### src/design/lpht_pkg.sv
// Package for the linear probing hash table: widths, codes and the tdata layout.
// Used by the top level, lpht_front and lpht_back; depends on nothing.
package lpht_pkg;
	localparam int Slots = 1024;
	localparam int SlotW = $clog2(Slots);
	localparam int CountW = 11;
	localparam int QueueDepth = 4;
	localparam int QueueW = $clog2(QueueDepth);

	localparam logic [1:0] OP_INSERT = 2'd0;
	localparam logic [1:0] OP_LOOKUP = 2'd1;
	localparam logic [1:0] OP_REMOVE = 2'd2;

	localparam logic [1:0] MM_REPLACE = 2'd0;
	localparam logic [1:0] MM_ADD = 2'd1;

	localparam logic [1:0] ST_EMPTY = 2'd0;
	localparam logic [1:0] ST_LIVE = 2'd1;
	localparam logic [1:0] ST_TOMB = 2'd2;

	localparam logic [2:0] RS_INSERTED = 3'd0;
	localparam logic [2:0] RS_MERGED = 3'd1;
	localparam logic [2:0] RS_FOUND = 3'd2;
	localparam logic [2:0] RS_NOT_FOUND = 3'd3;
	localparam logic [2:0] RS_REMOVED = 3'd4;
	localparam logic [2:0] RS_FULL = 3'd5;

	localparam logic CFG_MERGE_MODE = 1'b0;
	localparam logic CFG_ENTRY_LIMIT = 1'b1;

	// One classified request as it waits in the queue.
	typedef struct packed {
		logic [1:0] op;
		logic [31:0] key;
		logic [31:0] value;
		logic [SlotW-1:0] home;
	} req_t;

	// Home slot: non-negative key modulo the slot count (a power of two).
	function automatic logic [SlotW-1:0] home_slot(input logic [31:0] key);
		home_slot = key[SlotW-1:0];
	endfunction
endpackage

### src/design/lpht_front.sv
// Front end: takes request transfers, computes the home slot and queues them.
// Depends on lpht_pkg.
module lpht_front (
	input logic clk,
	input logic arst_n,
	input logic in_valid,
	output logic in_ready,
	input logic [65:0] in_data,
	output logic q_valid,
	input logic q_pop,
	output lpht_pkg::req_t q_head
);
	lpht_pkg::req_t fifo_q [lpht_pkg::QueueDepth];
	logic [lpht_pkg::QueueW-1:0] wr_q, rd_q;
	logic [lpht_pkg::QueueW:0] cnt_q;
	logic push;
	lpht_pkg::req_t req;

	assign in_ready = (cnt_q != lpht_pkg::QueueW'(0) + (lpht_pkg::QueueW+1)'(lpht_pkg::QueueDepth));
	assign push = in_valid && in_ready;
	assign q_valid = (cnt_q != '0);
	assign q_head = fifo_q[rd_q];

	// Classify the transfer.
	always_comb begin
		req.op = in_data[1:0];
		req.key = in_data[33:2];
		req.value = in_data[65:34];
		req.home = lpht_pkg::home_slot(in_data[33:2]);
	end

	// Queue storage.
	always_ff @(posedge clk) begin
		if (push) begin
			fifo_q[wr_q] <= req;
		end
	end

	// Queue pointers.
	always_ff @(posedge clk or negedge arst_n) begin
		if (!arst_n) begin
			wr_q <= '0;
			rd_q <= '0;
			cnt_q <= '0;
		end else begin
			if (push) wr_q <= wr_q + 1'b1;
			if (q_pop) rd_q <= rd_q + 1'b1;
			cnt_q <= cnt_q + (lpht_pkg::QueueW+1)'(push) - (lpht_pkg::QueueW+1)'(q_pop);
		end
	end
endmodule

### config.mk
export PLATFORM = sky130hd
export DESIGN_NAME = lpht_front
export DESIGN_NICKNAME = d
export VERILOG_FILES = /design/src/design/lpht_pkg.sv /design/src/design/lpht_front.sv
export SDC_FILE = /design/constraint.sdc
export NUM_CORES = 1
export LEC_CHECK = 0
export BUFFER_PORTS_ARGS = -buffer_cell sky130_fd_sc_hd__buf_4
export CAP_MARGIN = 20
export CELL_PAD_IN_SITES_DETAIL_PLACEMENT = 0
export CELL_PAD_IN_SITES_GLOBAL_PLACEMENT = 1
export CORE_AREA = 2 2 145 147
export CTS_CLUSTER_DIAMETER = 50
export DETAILED_ROUTE_END_ITERATION = 10
export DIE_AREA = 0 0 147 149
export PLACE_DENSITY_LB_ADDON = 0.12
export SLEW_MARGIN = 20
export SYNTH_ARGS = -nofsm -noshare
export SYNTH_HDL_FRONTEND = slang
export SYNTH_SLANG_ARGS = --single-unit
### constraint.sdc
create_clock -name clk -period 3.41 [get_ports clk]
set_input_delay 0.1705 -clock clk [delete_from_list [all_inputs] [get_ports clk]]
set_output_delay 0.1705 -clock clk [all_outputs]
set_load 0.05 [all_outputs]
==> impl_summary.log, run 1 <==
[metrics] run status: complete, no violations
[metrics] Max stage delay cell, worst path: dfrtp_4
[metrics] number of buffers on the longest clock path: 3
[metrics] unrepaired setup endpoints after global routing: false
[metrics] antenna violations before repair: 0
[metrics] area inside the core boundary: 20560 um2
[metrics] netlist area before placement: 10070 um2
[metrics] drt first-iter violations: 274
[metrics] Syn Area/Cell: 25.49 um2
[metrics] synthesis-stage register bit count: 271
[metrics] largest net degree at the start of global routing: 68
[metrics] site row count: 53
[metrics] number of failing setup endpoints in the final timing report: 0
[metrics] via count of the first global-routing pass: 5146
[metrics] antenna violation net count after detailed routing: 0
[metrics] Fillers: 1442
[metrics] number of max-slew violations in the final report: 0
[metrics] CTS tree: done
[metrics] clock slew at the register clock pins of the worst setup and hold paths: 0.06 ns
[metrics] area grow syn2layout: 30.79%
[metrics] portion of synthesized cell area occupied by the leading cell type: 78.74%
[metrics] relative slew slack: 30.25%
[metrics] share of synthesized area occupied by flip-flops and latches: 80.48%
[metrics] leakage power of the design: 4.596 nW
[metrics] die area: 21900 um2
[metrics] Tightest Hold Check Type: primary input to flip-flop
[metrics] antenna diode instance count: 0
[metrics] quantity of gates resized following cts: 0
[metrics] Finished Core Util: 64.06%
[metrics] Synthesized Nets: 472
[metrics] effective utilization at floorplan: 48.98%
[metrics] final setup TNS: 0 ns
[metrics] die span in y: 149 um
[metrics] largest area contributor in the netlist: edfxtp_1
[metrics] final worst-path cycle share: 77.76%
[metrics] Setup Skew: 0.008965 ns
[metrics] Worst VDD drop: 0.5199 mV
[metrics] count of buffers from port buffering: 147
[metrics] worst-path fanout max: 25
[metrics] nature of the critical path startpoint: flip-flop
[metrics] WP data required: 3.24 ns
[metrics] wire length per cell: 20.02 um
[metrics] Inserted Clock Buffers: 29
[metrics] cell chain of the critical path: buf_4, mux4_2, buf_4
[metrics] cell at the root of the clock tree: clkbuf_16
[metrics] Achievable Freq: 0.3771 GHz
[metrics] total power of the final layout: 13.37 mW
[metrics] wire length of the first global-routing pass: 28460 um
[metrics] I/O pin count: 148
[metrics] largest incremental delay on the critical path: 0.77 ns
[metrics] Largest delay share family, worst path: flip-flops
[metrics] Num Clock Sinks: 271
[metrics] Pre-antenna DRT Iters: 4
[metrics] detailed-route via count: 4737
[metrics] Bufs and invs on worst path: 2
[metrics] routed wire length: 18440 um
[metrics] slew at the pin with the worst max-slew slack: 1.046 ns
[metrics] critical path class: flip-flop to primary output
[metrics] worst path arrival time: 2.48 ns
[metrics] overflow left after global routing: 0
[metrics] GRT Util Overall: 16.91%
[metrics] CTS Hold Buffers Added: 70
[metrics] detailed-route DRC error count: 0
[metrics] warning count from the yosys run: 0
[metrics] buffers inserted during post-CTS setup optimization: 0
[metrics] clock period minus worst slack: 2.652 ns
[metrics] max-capacitance violation count: 0
[metrics] layout cell share with drive strength beyond 1: 42.26%
[metrics] areal power density over the cells: 1015 nW/um2
[metrics] latest clock arrival within the worst-skew pair: 0.52 ns
[metrics] worst hold margin: 0.3934 ns
[metrics] sort of element at the end of the critical path: primary output
[metrics] count of H-tree levels built during CTS: 1
[metrics] number of nets in the final layout: 702
[metrics] distinct cell type count after synthesis: 20
[metrics] post-detail-place hpwl: 10140 um
[metrics] Hold Vio Cnt, Final: 0
[metrics] synthesized netlist cell count: 395
[metrics] cell mode on critical path: buf_4
[metrics] leading cell types by total area after synthesis: edfxtp_1 79%, mux4_2 15%, dfrtp_1 1.7%
[metrics] Avg Vias per Cell: 5.143
[metrics] weighted congestion reported at the end of routability-driven placement: 0.7206
[metrics] die width: 147 um
-- path summary, 6_finish.rpt --
check	cells after the start	endpoint	start	slack, ns
setup / recovery	3	q_head[19]	rd_q[0]	0.76
hold / removal	2	fifo_q[3][26]	in_data[50]	0.39
setup reg to reg	9	cnt_q[2]	cnt_q[1]	0.86
hold reg to reg	1	cnt_q[0]	cnt_q[0]	0.60
max in group asynchronous	3	rd_q[1]	arst_n	2.47
min in group asynchronous	3	cnt_q[2]	arst_n	0.65
-- metal layers --
| metal | wire length (um) | track usage, % | share of wire, % |
|---|---|---|---|
| met5 | 0 | 0 | 0 |
| met4 | 163 | 3.558 | 0.88 |
| met3 | 1011 | 3.425 | 5.5 |
| met2 | 9588 | 29.60 | 52 |
| met1 | 7672 | 22.39 | 42 |
-- worst register-to-register path, delay by kind of cell, from the launching register on --
family	cells	cell delay, ns
xor gates and xnor gates	2	0.28
DFF	1	0.46
and+or+nand+nor	2	0.89
buffers and inverters	2	0.10
adders and majority gates	3	0.72
-- report_power, final --
part | switching (mW) | total [mW] | internal, mW
Sequential | 0.429 | 4.82 | 4.40
Combinational | 3.37 | 5.25 | 1.89
Clock | 1.21 | 3.29 | 2.08
Total | 5.01 | 13.4 | 8.36
-- state kept, by name, indices dropped and copies added, names as in the netlist --
register  count
wr_q          2
rd_q          2
fifo_q      264
cnt_q         3
-- synth_stat cells --
cell	number
mux4_2	66
nand2b_1	4
inv_1	6
dfrtp_1	7
buf_12	3
buf_2	4
buf_4	14
o211ai_1	2
xor2_1	1
and3b_1	4
or3_1	1
fa_1	1
edfxtp_1	264
nand2_1	2
nor3b_1	1
xnor2_1	3
buf_1	3
buf_6	1
nand4bb_1	2
ha_1	6
-- cell usage in the layout (no fill, tap or decap) --
cell type and instances:
ha_1 6, clkinv_4 1, mux4_2 66, bufinv_16 7, or3_1 1, nand4bb_1 2, xnor2_1 3, clkinv_1 3
o211ai_1 2, dfrtp_4 2, clkinv_2 7, nand2_1 2, buf_4 149, edfxtp_1 264, dfrtp_1 5, nand2b_1 4
inv_6 1, fa_1 1, clkbuf_1 2, nor3b_1 1, xor2_1 1, buf_12 5, dlygate4sd3_1 70, inv_1 6
and3b_4 4, clkbuf_16 29, clkinvlp_4 2
-- cell families after synthesis --
logic type	Yosys count	share of synthesized area, %
flops	271	80.48
mux	66	14.76
buf+inv	31	2.287
simple gates	14	1.031
fa+ha+maj	7	0.9444
xor+xnor	4	0.3480
compound gates	2	0.1491
-- cell type report --
class / instances / area, um2 / share of cell area [%]
multi-input combinational: 93 / 1750 / 13.29
inverter: 6 / 22.52 / 0.1710
timing repair buffer: 224 / 1919 / 14.57
clock inverter: 21 / 289.0 / 2.195
sequential: 271 / 8110 / 61.59
tap: 275 / 344.1 / 2.613
clock buffer: 31 / 733.2 / 5.568
-- per-stage QoR --
stage          setup WS (ns)  cells  area [um2]
2_1_floorplan         0.7103    395       10070
3_3_place_gp           1.040    799       11450
3_5_place_dp          0.8599    799       11450
4_1_cts               0.6717    921       13170
5_1_grt               0.5904    921       13170
6_report              0.7583    921       13170
(Power assumes the default switching activity.)
==> inputs of run 2 (changes only) <==
Clock period 3.41 ns to 2.52 ns, I/O delays scaled along.
==> run 2 against run 1 <==
Net effect:
- clock power up 27%
- critical endpoint is now q_head[33]
- register-to-register slack worse by 0.46 ns
- utilization up 0.58 points
- count of clock-buffer cells in the layout up 3
- wire length down 0.81%
- hold slack worse by 0.055 ns
- power up 35%
==> impl_summary.log, run 2 (same netlist as run 1, synthesis figures left out) <==
[metrics] run status: complete, no violations
[metrics] die area: 21900 um2 (unchanged)
[metrics] Multi-input gate area: 1750 um2 (unchanged)
[metrics] Hold Vio Cnt, Final: 0 (unchanged)
[metrics] Logic pwr share: 42.3% (+3.0 points)
[metrics] final setup TNS: 0 ns (unchanged)
[metrics] Psw: 6.825 mW (+36%)
[metrics] Inserted Clock Buffers: 30 (+3.4%)
[metrics] Num Clock Sinks: 271 (unchanged)
[metrics] area inside the core boundary: 20560 um2 (unchanged)
[metrics] number of nets in the final layout: 716 (+2.0%)
[metrics] slew at the pin with the worst max-slew slack: 0.5137 ns (-0.5325 ns)
[metrics] nature of the critical path startpoint: flip-flop
[metrics] detailed-route via count: 4839 (+2.2%)
[metrics] total power of the final layout: 18.05 mW (+35%)
[metrics] post-detail-place hpwl: 10780 um (+6.3%)
[metrics] Finished Core Util: 64.64% (+0.58 points)
[metrics] most common cell after layout, fill and taps aside: edfxtp_1
[metrics] Worst VDD drop: 0.7899 mV (+52%)
[metrics] most flop-heavy register: fifo_q
[metrics] CTS tree: done
[metrics] routed wire length: 18290 um (-0.81%)
[metrics] leakage power of the design: 4.654 nW (+1.3%)
[metrics] unrepaired setup endpoints after global routing: false
[metrics] number of buffers on the longest clock path: 3 (unchanged)
[metrics] cell internal pwr: 11.22 mW (+34%)
[metrics] critical path class: flip-flop to primary output
[metrics] effective utilization at floorplan: 48.98% (unchanged)
[metrics] GRT Util Overall: 16.58% (-0.32 points)
[metrics] layout cell share with drive strength beyond 1: 42.60% (+0.34 points)
[metrics] number of failing setup endpoints in the final timing report: 0 (unchanged)
[metrics] antenna violations before repair: 0 (unchanged)
[metrics] number of non-filler instances in the completed layout: 937 (+1.7%)
[metrics] Setup Skew: 0.007447 ns (-0.001517 ns)
[metrics] relative slew slack: 65.75% (+35 points)
[metrics] die width: 147 um (unchanged)
[metrics] largest net degree at the start of global routing: 40 (-41%)
[metrics] detailed-route DRC error count: 0 (unchanged)
[metrics] count of buffers from port buffering: 147 (unchanged)
[metrics] number of flip-flops under the largest register name: 264 (unchanged)
[metrics] clock slew at the register clock pins of the worst setup and hold paths: 0.06 ns (about the same)
[metrics] worst-path fanout max: 11 (-56%)
[metrics] cell at the root of the clock tree: clkbuf_16
[metrics] post-route design area: 13290 um2 (+0.91%)
[metrics] part of the total power dissipated in sequential elements: 34.5% (-1.6 points)
[metrics] Achievable Freq: 0.4402 GHz
[metrics] worst path arrival time: 2.15 ns (-0.33 ns)
[metrics] number of max-slew violations in the final report: 0 (unchanged)
[metrics] antenna diode instance count: 0 (unchanged)
[metrics] via count of the first global-routing pass: 5235 (+1.7%)
[metrics] drt first-iter violations: 285 (+4.0%)
[metrics] Fillers: 1414 (-1.9%)
[metrics] clock network fraction of total power: 23.2% (-1.4 points)
[metrics] wire length per cell: 19.52 um (-2.5%)
[metrics] clock period minus worst slack: 2.272 ns
[metrics] site row count: 53 (unchanged)
[metrics] Avg Vias per Cell: 5.164 (+0.41%)
[metrics] I/O pin count: 148 (unchanged)
[metrics] overflow left after global routing: 0 (unchanged)
[metrics] antenna violation net count after detailed routing: 0 (unchanged)
[metrics] count of H-tree levels built during CTS: 1 (unchanged)
[metrics] most frequent cells in the layout: 264 x edfxtp_1, 157 x buf_4, 70 x dlygate4sd3_1, 66 x mux4_2, 32 x clkbuf_16
[metrics] placed cell areas: 11590 um2 (+1.2%)
[metrics] die span in y: 149 um (unchanged)
[metrics] combined flip-flop and latch cell area: 8110 um2 (unchanged)
[metrics] latest clock arrival within the worst-skew pair: 0.53 ns (about the same)
[metrics] final worst-path cycle share: 90.14%
[metrics] leading registers by flop count: fifo_q: 264 flops, cnt_q: 3 flops
[metrics] post-placement cell count: 811 (+1.5%)
[metrics] Pre-antenna DRT Iters: 4 (unchanged)
[metrics] wire length of the first global-routing pass: 28010 um (-1.6%)
[metrics] WP data required: 2.39 ns (-0.85 ns)
[metrics] area grow syn2layout: 31.99%
[metrics] max-capacitance violation count: 0 (unchanged)
[metrics] switching share of total power: 37.82% (+0.37 points)
[metrics] sort of element at the end of the critical path: primary output
[metrics] areal power density over the cells: 1358 nW/um2 (+34%)
[metrics] Tightest Hold Check Type: primary input to flip-flop
[metrics] weighted congestion reported at the end of routability-driven placement: 0.6956 (-3.5%)
-- run 2: power groups by stage --
stage	registers, mW	logic, mW	clock network (mW)
2_1_floorplan	6.20	5.61	0
3_3_place_gp	6.32	7.54	0
3_5_place_dp	6.38	7.56	0
4_1_cts	6.29	7.67	4.29
5_1_grt	6.31	8.01	4.46
6_report	6.23	7.63	4.18
-- run 2: per-stage QoR --
step / hold WS, ns / setup slack, ns
after floorplan: -0.1696 / 0.3078
after global placement: -0.05518 / 0.5174
after detailed placement: -0.05544 / 0.4095
after CTS: 0.3179 / 0.03448
after global routing: 0.3333 / 0.1619
final: 0.3379 / 0.2484
-- run 2: layout make-up --
class / instances / share of cell area (%)
flip-flops and latches: 271 / 61.03
repair buffers: 237 / 15.69
clock buffers: 34 / 5.922
well taps: 275 / 2.589
multi-input cells: 93 / 13.17
inverters: 6 / 0.1695
clock inverters: 21 / 1.431
-- run 2: final timing paths --
path	from	endpoint	slack, ns	depth (start not counted)
max	rd_q[0]	q_head[33]	0.25	3
min	in_data[32]	fifo_q[1][72]	0.34	2
max reg2reg	cnt_q[1]	cnt_q[2]	0.40	9
min reg2reg	cnt_q[0]	cnt_q[0]	0.60	1
max in group asynchronous	arst_n	rd_q[1]	1.68	3
min in group asynchronous	arst_n	cnt_q[2]	0.56	3
-- run 2: repair_timing --
item                                    in CTS  in global routing
buffers inserted                             0                  1
resized for setup                            0                  0
hold endpoints to repair                   275                  0
hold buffers                                70                  0
endpoints found under the setup margin       0                  4
-- run 2: worst max-delay path, stage by stage, from the launching register on --
cell	delay, ns
dfrtp_4	0.60
buf_4	0.27
mux4_2	0.54
buf_4	0.21
-- run 2: per-layer routing --
layer / routed length (um) / vias to the layer above / part of all wire [%] / GRT usage, %
met5: 0 / - / 0 / 0
met4: 325 / 0 / 1.8 / 4.327
met3: 990 / 24 / 5.4 / 3.242
met2: 9178 / 135 / 50 / 28.52
met1: 7791 / 2519 / 43 / 22.16
li1: - / 2161 / - / -
==> inputs of run 3 (changes only) <==
Settings changed: ABC_AREA set to 1, CORE_AREA 2 2 145 147 to 2 2 159 161, DIE_AREA 0 0 147 149 to 0 0 161 163.
==> run 3 against run 2 <==
Net effect:
- sequential cell count unchanged
- non-clock buffer count down 2
- clock power down 5.5%
- via count grew 35%
- design area grew 7.2%
- critical path depth increased by 2
- clock skew grew 0.0019 ns
- setup slack gained 0.068 ns
- wire length up 16%
- sequential share of layout area is 4.1 points lower
- die area rose by 20%
- largest cell class unchanged
==> impl_summary.log, run 3 <==
[metrics] run status: complete, no violations
[metrics] area grow syn2layout: 25.89%
[metrics] number of buffers on the longest clock path: 3 (unchanged)
[metrics] die area: 26240 um2 (+20%)
[metrics] placed cell areas: 12620 um2 (+8.9%)
[metrics] Bufs and invs on worst path: 2 (unchanged)
[metrics] number of nets in the final layout: 1118 (+56%)
[metrics] Achievable Freq: 0.4539 GHz (+3.1%)
[metrics] critical path class: flip-flop to primary output
[metrics] final setup TNS: 0 ns (unchanged)
[metrics] Hold Path Depth: 2 (unchanged)
[metrics] sort of element at the end of the critical path: primary output
[metrics] Top FF cell, synth: edfxtp_1
[metrics] cell chain of the critical path: buf_12, nand2_1, o211ai_1, nand2_1, buf_4
[metrics] most frequent cells in the layout: 264 x edfxtp_1, 209 x nand2_1, 155 x buf_4, 144 x inv_1, 83 x o211ai_1
[metrics] number of synthesized flops with an enable pin: 264 (unchanged)
[metrics] Critical R2R Capture: cnt_q[2]
[metrics] effective utilization at floorplan: 45.85% (-3.1 points)
[metrics] site row count: 58 (+9.4%)
[metrics] max-capacitance violation count: 0 (unchanged)
[metrics] largest incremental delay on the critical path: 0.68 ns (+0.08 ns)
[metrics] netlist area before placement: 11310 um2 (+12%)
[metrics] leading cell types by total area after synthesis: edfxtp_1 70%, nand2_1 7.0%, o211ai_1 5.5%
[metrics] Tightest Hold Check Type: primary input to flip-flop
[metrics] count of H-tree levels built during CTS: 1 (unchanged)
[metrics] routed wire length: 21270 um (+16%)
[metrics] Num Clock Sinks: 271 (unchanged)
[metrics] Pre-antenna DRT Iters: 4 (unchanged)
[metrics] wire length of the first global-routing pass: 33450 um (+19%)
[metrics] Inserted Clock Buffers: 28 (-6.7%)
[metrics] worst path arrival time: 2.08 ns (-0.07 ns)
[metrics] number of max-slew violations in the final report: 0 (unchanged)
[metrics] most common cell after layout, fill and taps aside: edfxtp_1
[metrics] layout cell share with drive strength beyond 1: 24.76% (-18 points)
[metrics] most frequent cell after synthesis: edfxtp_1
[metrics] most flop-heavy register: fifo_q
[metrics] distinct cell type count after synthesis: 17 (-15%)
[metrics] warning count from the yosys run: 0 (unchanged)
[metrics] sink of the worst hold path: fifo_q[0][62]
[metrics] wire length per cell: 15.27 um (-22%)
[metrics] antenna violation net count after detailed routing: 0 (unchanged)
[metrics] synthesis-stage register bit count: 271 (unchanged)
[metrics] final worst-path cycle share: 87.42% (-2.7 points)
[metrics] slew at the pin with the worst max-slew slack: 0.4584 ns (-0.05534 ns)
[metrics] relative slew slack: 69.44% (+3.7 points)
[metrics] worst-path fanout max: 76 (+65)
[metrics] Largest delay share family, worst path: flip-flops
[metrics] post-detail-place hpwl: 11860 um (+10%)
[metrics] antenna violations before repair: 1 (+1)
[metrics] cell at the root of the clock tree: clkbuf_16
[metrics] nature of the critical path startpoint: flip-flop
[metrics] launch instance of the worst register-to-register path: cnt_q[1]
[metrics] number of failing setup endpoints in the final timing report: 0 (unchanged)
[metrics] Setup Skew: 0.009395 ns (+0.001947 ns)
[metrics] share of synthesized area occupied by flip-flops and latches: 71.63% (-8.8 points)
[metrics] GRT Util Overall: 16.24% (-0.34 points)
[metrics] portion of synthesized cell area occupied by the leading cell type: 70.08% (-8.7 points)
[metrics] post-route design area: 14240 um2 (+7.2%)
[metrics] fraction of registers with async set/reset: 2.583% (unchanged)
[metrics] startpoint of the tightest hold check path: in_data[22]
[metrics] WP data required: 2.39 ns (about the same)
[metrics] area inside the core boundary: 24670 um2 (+20%)
[metrics] clock slew at the register clock pins of the worst setup and hold paths: 0.06 ns (about the same)
[metrics] setup slack, reg-to-reg: 0.44 ns (+0.04 ns)
[metrics] unrepaired setup endpoints after global routing: false
[metrics] overflow left after global routing: 0 (unchanged)
[metrics] quantity of gates resized following cts: 0 (unchanged)
[metrics] detailed-route DRC error count: 0 (unchanged)
[metrics] Hold Vio Cnt, Final: 0 (unchanged)
[metrics] CTS tree: done
[metrics] leakage power of the design: 5.764 nW (+24%)
[metrics] Worst VDD drop: 0.8256 mV (+4.5%)
[metrics] via count of the first global-routing pass: 6432 (+23%)
[metrics] leading registers by flop count: fifo_q: 264 flops, cnt_q: 3 flops
[metrics] areal power density over the cells: 1372 nW/um2 (+1.0%)
[metrics] largest net degree at the start of global routing: 77 (+93%)
[metrics] Syn Area/Cell: 13.63 um2 (-47%)
[metrics] detailed-route via count: 6536 (+35%)
[metrics] top post-synthesis cells by count: 264 x edfxtp_1, 211 x nand2_1, 144 x inv_1
[metrics] largest area contributor in the netlist: edfxtp_1
[metrics] number of flip-flops under the largest register name: 264 (unchanged)
[metrics] weighted congestion reported at the end of routability-driven placement: 0.7545 (+8.5%)
[metrics] die span in y: 163 um (+9.4%)
[metrics] synthesized netlist cell count: 830 (+110%)
[metrics] count of buffers from port buffering: 147 (unchanged)
[metrics] drt first-iter violations: 240 (-16%)
[metrics] Avg Vias per Cell: 4.692 (-9.1%)
[metrics] Synthesized Nets: 907 (+92%)
[metrics] worst reg2reg path depth: 10 (+1)
[metrics] cell mode on critical path: nand2_1
[metrics] die width: 161 um (+9.5%)
[metrics] Max stage delay cell, worst path: dfrtp_4
[metrics] clock period minus worst slack: 2.203 ns (-0.06849 ns)
[metrics] latest clock arrival within the worst-skew pair: 0.53 ns (about the same)
[metrics] I/O pin count: 148 (unchanged)
==> run 3: repair_timing <==
action,CTS,global route
hold endpoints to repair,275,0
endpoints found under the setup margin,0,16
hold buffers,70,0
setup buffers,0,1
==> run 3: worst max-delay path by stage <==
stage             start             to  slack, ns  cells after the start
3_5_place_dp   cnt_q[1]       cnt_q[2]       0.43                     10
6_report        rd_q[0]     q_head[12]       0.32                      5
3_3_place_gp   cnt_q[1]       cnt_q[2]       0.48                     10
5_1_grt         rd_q[0]     q_head[63]       0.16                      5
4_1_cts         rd_q[0]     q_head[12]       0.08                      5
2_1_floorplan  cnt_q[1]  fifo_q[0][10]       0.11                      4
==> run 3: kinds of logic (layout without fill, tap and decap cells) <==
kind of cell,count (synthesis),count (layout),synth area share [%]
AO/OA/AOI/OAI,132,132,10.93
XOR/XNOR,2,2,0.1549
adder cells (fa/ha/maj),7,7,0.8406
buffers and inverters,199,431,9.147
flip-flops,271,271,71.63
other,0,1,0
AND/OR/NAND/NOR,219,219,7.300
==> run 3: final cells by class <==
cell class | count | area, um2
diodes | 1 | 2.502
flip-flops and latches | 271 | 8110
multi-input cells | 360 | 2210
well taps | 330 | 412.9
repair buffers | 235 | 2064
fillers | 2028 | 10430
inverters | 145 | 544.3
clock inverters | 18 | 156.4
clock buffers | 33 | 740.7
==> run 3: routing by layer <==
metal	share of wire [%]	vias up	track usage [%]	routed length [um]
met4	1.6	0	3.977	330
li1	-	3288	-	-
met3	4.7	25	2.979	1005
met2	49	125	28.44	10410
met5	0	-	0	0
met1	45	3098	21.11	9521
==> run 3: power breakdown <==
group          switching, mW  internal (mW)
sequential             0.314           5.94
combinational           6.63           2.70
clock                   1.57           2.39
==> run 3: metrics by stage <==
step	hold slack, ns	util, %	worst slack [ns]	cells	total power, mW
6_report	0.3363	57.72	0.3169	1393	19.54
4_1_cts	0.3127	57.63	0.08183	1391	19.77
2_1_floorplan	-0.1696	-	0.1121	830	13.43
5_1_grt	0.3310	57.72	0.1575	1393	20.58
3_3_place_gp	-0.05300	51.15	0.4768	1270	15.65
3_5_place_dp	-0.05029	51.15	0.4299	1270	15.69
